File: config.mk
export PLATFORM = sky130hd
export DESIGN_NAME = periodic_timer_table
export DESIGN_NICKNAME = d
export VERILOG_FILES = /design/src/rtl/core/ptt_pkg.sv /design/src/rtl/core/ptt_front.sv /design/src/rtl/core/ptt_back.sv /design/src/rtl/core/periodic_timer_table.sv
export SDC_FILE = /design/constraint.sdc
export NUM_CORES = 2
export LEC_CHECK = 0
export ABC_AREA = 0
export BUFFER_PORTS_ARGS = -buffer_cell sky130_fd_sc_hd__buf_4
export CAP_MARGIN = 10
export CORE_MARGIN = 5
export CORE_UTILIZATION = 57
export CTS_CLUSTER_DIAMETER = 50
export DETAILED_ROUTE_END_ITERATION = 6
export GPL_ROUTABILITY_DRIVEN = 1
export PLACE_DENSITY = 0.75
export REMOVE_ABC_BUFFERS = 1
export SYNTH_ARGS = -nofsm -noshare
export SYNTH_HDL_FRONTEND = slang
export SYNTH_HIERARCHICAL = 1
export SYNTH_SLANG_ARGS = --single-unit
File: constraint.sdc
create_clock -name clk -period 13.7 [get_ports clk]
set_clock_uncertainty 0.1 [all_clocks]
set_input_delay 0.685 -clock clk [delete_from_list [all_inputs] [get_ports clk]]
set_output_delay 0.685 -clock clk [all_outputs]
set_load 0.005 [all_outputs]
File: src/rtl/core/ptt_pkg.sv
package ptt_pkg;

  localparam int TIMER_SLOTS_DEF = 16;

  localparam logic [31:0] SECS_PER_HOUR = 32'd3600;
  localparam logic [31:0] SECS_PER_MIN  = 32'd60;
  localparam logic [31:0] SECS_PER_DAY  = 32'd86400;

  typedef enum logic [1:0] {
    OP_ADD_DAILY = 2'd0,
    OP_ADD_PER   = 2'd1,
    OP_DELETE    = 2'd2,
    OP_TICK      = 2'd3
  } opcode_t;

  typedef enum logic [1:0] {
    KIND_DONE     = 2'd0,
    KIND_FIRED    = 2'd1,
    KIND_FULL     = 2'd2,
    KIND_NOTFOUND = 2'd3
  } kind_t;

  typedef enum logic [1:0] {
    ST_IDLE = 2'd0,
    ST_FIND = 2'd1,
    ST_SCAN = 2'd2,
    ST_FIN  = 2'd3
  } state_t;

  // classified command passed front to back
  typedef struct packed {
    opcode_t     op;
    logic [31:0] ident;
    logic [31:0] data;
    logic [21:0] offset;
    logic [31:0] base;
    logic [31:0] now;
  } cmd_t;

endpackage

File: src/rtl/core/ptt_front.sv
module ptt_front (
  input  logic             clk,
  input  logic             rst_n,
  input  logic             in_valid,
  output logic             in_stall,
  input  logic [1:0]       in_opcode,
  input  logic [31:0]      in_timer_id,
  input  logic [31:0]      in_user_data,
  input  logic [9:0]       in_hours,
  input  logic [5:0]       in_minutes,
  input  logic [5:0]       in_seconds,
  input  logic [31:0]      in_now_time,
  input  logic [31:0]      in_day_start,
  output logic             cmd_valid,
  input  logic             cmd_stall,
  output ptt_pkg::cmd_t    cmd
);

  // stage 1: products registered; stage 2: sum and base
  logic             s1_valid_r;
  logic [1:0]       s1_op_r;
  logic [31:0]      s1_id_r, s1_data_r, s1_now_r, s1_base_r;
  logic [21:0]      s1_h_r;
  logic [11:0]      s1_m_r;
  logic [5:0]       s1_s_r;
  logic             s2_valid_r;
  ptt_pkg::cmd_t    s2_r;
  logic             s2_free, s1_free;
  logic [21:0]      off;

  assign s2_free  = !s2_valid_r || !cmd_stall;
  assign s1_free  = !s1_valid_r || s2_free;
  assign in_stall = !s1_free;

  always_ff @(posedge clk) begin
    if (!rst_n) begin
      s1_valid_r <= 1'b0;
    end else if (s1_free) begin
      s1_valid_r <= in_valid;
    end
    if (s1_free && in_valid) begin
      s1_op_r   <= in_opcode;
      s1_id_r   <= in_timer_id;
      s1_data_r <= in_user_data;
      s1_now_r  <= in_now_time;
      s1_base_r <= (in_opcode == ptt_pkg::OP_ADD_DAILY) ? in_day_start : in_now_time;
      s1_h_r    <= 22'(in_hours) * 22'd3600;
      s1_m_r    <= 12'(in_minutes) * 12'd60;
      s1_s_r    <= in_seconds;
    end
  end

  assign off = s1_h_r + 22'(s1_m_r) + 22'(s1_s_r);

  always_ff @(posedge clk) begin
    if (!rst_n) begin
      s2_valid_r <= 1'b0;
    end else if (s2_free) begin
      s2_valid_r <= s1_valid_r;
    end
    if (s2_free && s1_valid_r) begin
      s2_r.op     <= ptt_pkg::opcode_t'(s1_op_r);
      s2_r.ident  <= s1_id_r;
      s2_r.data   <= s1_data_r;
      s2_r.offset <= off;
      s2_r.base   <= s1_base_r + 32'(off);
      s2_r.now    <= s1_now_r;
    end
  end

  assign cmd_valid = s2_valid_r;
  assign cmd       = s2_r;

endmodule

File: src/rtl/core/ptt_back.sv
module ptt_back #(
  parameter int TIMER_SLOTS = ptt_pkg::TIMER_SLOTS_DEF
) (
  input  logic             clk,
  input  logic             rst_n,
  input  logic             cmd_valid,
  output logic             cmd_stall,
  input  ptt_pkg::cmd_t    cmd,
  output logic             out_valid,
  input  logic             out_stall,
  output logic [1:0]       out_result_kind,
  output logic [31:0]      out_fired_id,
  output logic [31:0]      out_fired_data,
  output logic             out_last
);

  localparam int IW = (TIMER_SLOTS > 1) ? $clog2(TIMER_SLOTS) : 1;
  localparam int CW = $clog2(TIMER_SLOTS + 1);

  logic [TIMER_SLOTS-1:0] valid_r, valid_nxt;
  logic [31:0]            ident_r [TIMER_SLOTS];
  logic [31:0]            data_r  [TIMER_SLOTS];
  logic [31:0]            due_r   [TIMER_SLOTS];
  logic [21:0]            per_r   [TIMER_SLOTS];
  logic [TIMER_SLOTS-1:0] daily_r;

  ptt_pkg::state_t state_r, state_nxt;
  ptt_pkg::cmd_t   c_r;
  logic [CW-1:0]   idx_r, idx_nxt;
  logic [1:0]      fin_kind_r, fin_kind_nxt;
  logic            take, ld, wr_add, wr_due, emit_fire, emit_fin;
  logic [IW-1:0]   ix;

  logic            ov_r;
  logic [1:0]      okind_r;
  logic [31:0]     oid_r, odata_r;
  logic            olast_r;
  logic            ofree;

  assign ofree     = !ov_r || !out_stall;
  assign ix        = idx_r[IW-1:0];
  assign cmd_stall = (state_r != ptt_pkg::ST_IDLE);
  assign take      = cmd_valid && !cmd_stall;

  always_ff @(posedge clk) begin
    if (!rst_n) begin
      state_r <= ptt_pkg::ST_IDLE;
      valid_r <= '0;
    end else begin
      state_r <= state_nxt;
      valid_r <= valid_nxt;
    end
    idx_r      <= idx_nxt;
    fin_kind_r <= fin_kind_nxt;
    if (take) c_r <= cmd;
    if (wr_add) begin
      ident_r[ix] <= c_r.ident;
      data_r[ix]  <= c_r.data;
      per_r[ix]   <= c_r.offset;
      due_r[ix]   <= c_r.base;
      daily_r[ix] <= (c_r.op == ptt_pkg::OP_ADD_DAILY);
    end else if (wr_due) begin
      due_r[ix] <= due_r[ix] + (daily_r[ix] ? ptt_pkg::SECS_PER_DAY : 32'(per_r[ix]));
    end
  end

  // one slot per cycle, a firing slot waiting while the output stalls: find-free / find-match / tick scan
  always_comb begin
    state_nxt    = state_r;
    valid_nxt    = valid_r;
    idx_nxt      = idx_r;
    fin_kind_nxt = fin_kind_r;
    wr_add       = 1'b0;
    wr_due       = 1'b0;
    emit_fire    = 1'b0;
    emit_fin     = 1'b0;
    case (state_r)
      ptt_pkg::ST_IDLE: begin
        idx_nxt = '0;
        if (take) state_nxt = (cmd.op == ptt_pkg::OP_TICK) ? ptt_pkg::ST_SCAN
                                                           : ptt_pkg::ST_FIND;
      end
      ptt_pkg::ST_FIND: begin
        if (idx_r == CW'(TIMER_SLOTS)) begin
          fin_kind_nxt = (c_r.op == ptt_pkg::OP_DELETE) ? ptt_pkg::KIND_NOTFOUND
                                                        : ptt_pkg::KIND_FULL;
          state_nxt = ptt_pkg::ST_FIN;
        end else if (c_r.op == ptt_pkg::OP_DELETE) begin
          if (valid_r[ix] && ident_r[ix] == c_r.ident) begin
            valid_nxt[ix] = 1'b0;
            fin_kind_nxt  = ptt_pkg::KIND_DONE;
            state_nxt     = ptt_pkg::ST_FIN;
          end else begin
            idx_nxt = idx_r + 1'b1;
          end
        end else if (!valid_r[ix]) begin
          valid_nxt[ix] = 1'b1;
          wr_add        = 1'b1;
          fin_kind_nxt  = ptt_pkg::KIND_DONE;
          state_nxt     = ptt_pkg::ST_FIN;
        end else begin
          idx_nxt = idx_r + 1'b1;
        end
      end
      ptt_pkg::ST_SCAN: begin
        if (idx_r == CW'(TIMER_SLOTS)) begin
          fin_kind_nxt = ptt_pkg::KIND_DONE;
          state_nxt    = ptt_pkg::ST_FIN;
        end else if (valid_r[ix] && c_r.now >= due_r[ix]) begin
          if (ofree) begin
            emit_fire = 1'b1;
            wr_due    = 1'b1;
            idx_nxt   = idx_r + 1'b1;
          end
        end else begin
          idx_nxt = idx_r + 1'b1;
        end
      end
      ptt_pkg::ST_FIN: begin
        if (ofree) begin
          emit_fin  = 1'b1;
          state_nxt = ptt_pkg::ST_IDLE;
        end
      end
      default: state_nxt = ptt_pkg::ST_IDLE;
    endcase
  end

  always_ff @(posedge clk) begin
    if (!rst_n) begin
      ov_r <= 1'b0;
    end else if (ofree) begin
      ov_r <= emit_fire || emit_fin;
    end
    if (emit_fire) begin
      okind_r <= ptt_pkg::KIND_FIRED;
      oid_r   <= ident_r[ix];
      odata_r <= data_r[ix];
      olast_r <= 1'b0;
    end else if (emit_fin) begin
      okind_r <= fin_kind_r;
      oid_r   <= '0;
      odata_r <= '0;
      olast_r <= 1'b1;
    end
  end

  assign out_valid       = ov_r;
  assign out_result_kind = okind_r;
  assign out_fired_id    = oid_r;
  assign out_fired_data  = odata_r;
  assign out_last        = olast_r;

  a_idx_range: assert property (@(posedge clk) disable iff (!rst_n)
    idx_r <= CW'(TIMER_SLOTS)) else $error("slot index overrun");
  a_fire_scan: assert property (@(posedge clk) disable iff (!rst_n)
    emit_fire |-> state_r == ptt_pkg::ST_SCAN) else $error("fire outside scan");
  a_take_idle: assert property (@(posedge clk) disable iff (!rst_n)
    take |=> state_r != ptt_pkg::ST_IDLE) else $error("command lost");
  a_add_free: assert property (@(posedge clk) disable iff (!rst_n)
    wr_add |-> !valid_r[ix]) else $error("add over live slot");

endmodule

File: src/rtl/core/periodic_timer_table.sv
// Results: a fired result leaves as the table walk reaches its slot; an add or delete
// result after the slot it stops at; full, not-found and tick-done after a full walk.
// Throughput: the back takes one item at a time and walks the table one slot a cycle;
// fired results stream one a cycle while out_stall is low, and a stall holds the walk.
// The two-stage front takes new items while the back walks the table, until it fills.
// Reset: synchronous active-low rst_n clears all slots to invalid and empties the pipe.
module periodic_timer_table #(
  parameter int TIMER_SLOTS = ptt_pkg::TIMER_SLOTS_DEF
) (
  input  logic        clk,
  input  logic        rst_n,
  input  logic        in_valid,
  output logic        in_stall,
  input  logic [1:0]  in_opcode,
  input  logic [31:0] in_timer_id,
  input  logic [31:0] in_user_data,
  input  logic [9:0]  in_hours,
  input  logic [5:0]  in_minutes,
  input  logic [5:0]  in_seconds,
  input  logic [31:0] in_now_time,
  input  logic [31:0] in_day_start,
  output logic        out_valid,
  input  logic        out_stall,
  output logic [1:0]  out_result_kind,
  output logic [31:0] out_fired_id,
  output logic [31:0] out_fired_data,
  output logic        out_last
);

  logic          cmd_valid, cmd_stall;
  ptt_pkg::cmd_t cmd;

  ptt_front u_front (
    .clk, .rst_n, .in_valid, .in_stall, .in_opcode, .in_timer_id, .in_user_data,
    .in_hours, .in_minutes, .in_seconds, .in_now_time, .in_day_start,
    .cmd_valid, .cmd_stall, .cmd
  );

  ptt_back #(.TIMER_SLOTS(TIMER_SLOTS)) u_back (
    .clk, .rst_n, .cmd_valid, .cmd_stall, .cmd,
    .out_valid, .out_stall, .out_result_kind, .out_fired_id, .out_fired_data, .out_last
  );

endmodule
==> results.yml <==
synthesis:
  synth_edf_count: 2443
  avgSynthCellArea_um2: 21.34
  synth_top_area_cell: "edfxtp_1"
  synth_commonest_cells: "2443 x edfxtp_1, 552 x mux4_2, 160 x ha_1, 126 x nor2_1, 118 x nand2_1"
  synth-compound-area-share: 0.02461
  netlist_top_cells_area: "edfxtp_1 76%, mux4_2 13%, ha_1 2.1%"
  ys_ff_latch: 2471
  synth_top_family_by_area: "multiplexers"
  ys_warn_count: 6
  synthSimpleGateAreaFrac: 0.02348
  synthDistinctLibCells: 81
  yosys.area_share.xor_xnor: 0.01190
  muxShareOfSynthArea: 0.1410
  ys.flop_type: "edfxtp_1"
  post-synth-top-count-cell: "edfxtp_1"
  ys_seq_area_frac: 0.7608
  async_flop_share: 0
  synthesis.area_um2: 97160
  synth_fa_ha_area_frac: 0.02596
  syn_inst: 4554
  synth_top_area_frac: 0.7550
worst_hold_path:
  hold_path.class: "in -> reg"
  holdPathStages: 2
  holdCritStartpoint: "in_day_start[18]"
route:
  drtAntennaViolNets: 0
  drt-wirelength-per-cell_um: 29.96
  dr.pass1.iters: 6
  routed_via_density: 6.389
  drc: 0
  via_count: 47790
  dr.first_iter.drc_count: 6308
  wl_mm: 224.1
finish:
  nNetsFinal: 5404
  drive_gt1_frac: 0.2544
  syn_to_final_growth_pct: 14.08
  fillCellCount: 10420
  stdcell_count: 7481
  fin_util: 0.6540
floorplanning:
  initial_core_util: 0.5733
  die_area_um2: 178800
  ios: 225
  rows: 151
  core-area_um2: 169500
  dieWidth_um: 422.9
  die_h_um: 422.9
sta:
  final-setup-viol-count: 0
  hold_violations: 0
  fin_crit_ns: 7.806
  fmax_ghz: 0.1281
  slew_violations: 0
  setup_ws_ns: 5.894
  fin_crit_sh: 0.5698
  rsz0062_at_grt: "false"
  fin_setup_tns_ns: 0
  tightest_slew_ns: 1.324
  slew_headroom: 0.1094
critical_path:
  required_ns: 14.11
  cp-end-kind: "flop"
  cp-start-kind: "flop"
  worstPathArrival_ns: 8.22
  critical_path_class: "reg -> reg"
  worst-path-max-fanout: 48
  worstRegToRegCells: 14
run:
  maxCapViolations: 0
power:
  p_leak_uw: 0.03592
  power.density_nw_per_um2: 179.5
  vdd_ir_drop_max_mv: 0.1459
placement:
  port_buffers: 224
  dp_worst_setup_slack_ns: 5.504
  gp_congestion: 0.8514
  dp_cells: 6909
  dp_hpwl_mm: 116.6
cts:
  cts.sinks: 2471
  insertion_delay_ns: 0.86
  clk_pin_slew_ns: 0.06
  cts_tree: "built"
  cts_buffers: 236
  ctsRootBufferMaster: "clkbuf_16"
  cts_max_level: 4
  clock_path_buffers: 3
status:
  outcome: "completed"
grt:
  grt_pass1_wl_mm: 331.6
  grt_remaining_overflow: 0
  grt_max_degree: 146
  grt_usage: 0.2523
  antenna_found_initial: 5
  grt_pass1_vias: 49140
-- stage by stage --
| step | instance area [um2] | hold slack, ns | total power, uW |
|---|---|---|---|
| 5_1_grt | 110800 | 0.01716 | 20680 |
| 6_report | 110800 | 0.06365 | 19900 |
| 2_1_floorplan | 96290 | 0.3003 | 13190 |
| 3_3_place_gp | 101800 | 0.3006 | 13410 |
| 3_5_place_dp | 101800 | 0.3045 | 13500 |
| 4_1_cts | 110800 | 0.006209 | 19960 |
-- kinds of logic after synthesis --
kind of cell / count (synthesis)
fa+ha+maj: 186
xor+xnor: 132
mux: 670
buf+inv: 267
simple gates: 465
compound gates: 363
flops: 2471
-- sequential cells by signal (all words and copies together), names as in the netlist, 5 cells and up, named ones only --
signal / flops
u_back/ident_r: 512
u_front/s1_id_r: 32
u_back/c_r: 152
u_front/s1_h_r: 18
u_front/s1_data_r: 32
u_back/due_r: 512
u_back/daily_r: 16
u_front/s1_m_r: 10
u_back/out_fired_data: 32
u_back/per_r: 352
u_front/s1_now_r: 32
u_back/idx_r: 5
u_back/out_fired_id: 32
u_front/cmd: 152
u_back/data_r: 512
u_front/s1_base_r: 32
u_front/s1_s_r: 6
-- report_power, final --
part / internal (uW) / total [uW] / switching, uW
combinational: 1880 / 4340 / 2460
clock: 3670 / 6440 / 2770
sequential: 8840 / 9110 / 270
total: 14400 / 19900 / 5500
-- final timing paths --
path | end | slack [ns]
setup / recovery | u_back/due_r[1][31] | 5.89
hold / removal | u_front/s1_base_r[18] | 0.06
setup reg to reg | u_back/due_r[1][31] | 5.89
hold reg to reg | u_back/c_r[58] | 0.28
-- per-layer routing --
layer / global-route usage / share of wire / wire length [um]
met1: 0.3598 / 0.38 / 86010
met2: 0.4123 / 0.50 / 111700
met3: 0.04263 / 0.092 / 20630
met4: 0.06915 / 0.026 / 5783
met5: 0 / 0 / 0
-- area by class of cell --
cell class              count  area (um2)  area share
clock inverters           151        1516     0.01368
clock buffers             285        6175     0.05571
well taps                2218        2775     0.02504
multi-input cells        1816       22330      0.2015
repair buffers            451        3769     0.03400
flip-flops and latches   2471       73940      0.6670
inverters                  86       330.3    0.002980
diodes                      3       7.507  0.00006773
-- critical path: stages, from the launching register on --
cell	delay [ns]
dfxtp_4	0.80
buf_4	0.83
buf_4	0.87
mux4_2	0.63
mux4_2	0.54
nor2b_1	0.18
ha_1	0.40
nand4_1	0.18
o21ai_0	0.28
o21a_1	0.27
a41oi_1	0.31
a21oi_1	0.50
or3b_2	0.52
xnor2_1	0.15
o21ai_1	0.77
-- layout by cell type, fill, tap and decap left out, drive strengths merged, types with 33 or more instances in the layout --
master / n
mux4: 552
inv: 100
clkbuf: 285
xor2: 33
dlygate4sd3: 132
nor2: 126
mux2: 56
nand2: 118
edfxtp: 2443
a21oi: 71
ha: 160
o21ai: 102
xnor2: 99
nor2b: 77
buf: 319
mux2i: 62
clkinv: 106
-- timing repair --
action | 4_1_cts | 5_1_grt
hold buffers | 132 | 0
hold endpoints to repair | 132 | 0
setup endpoints to repair | 0 | 0
resized for setup | 0 | 0
buffers inserted | 0 | 0
No activity file was read; power rests on OpenSTA's default activity.
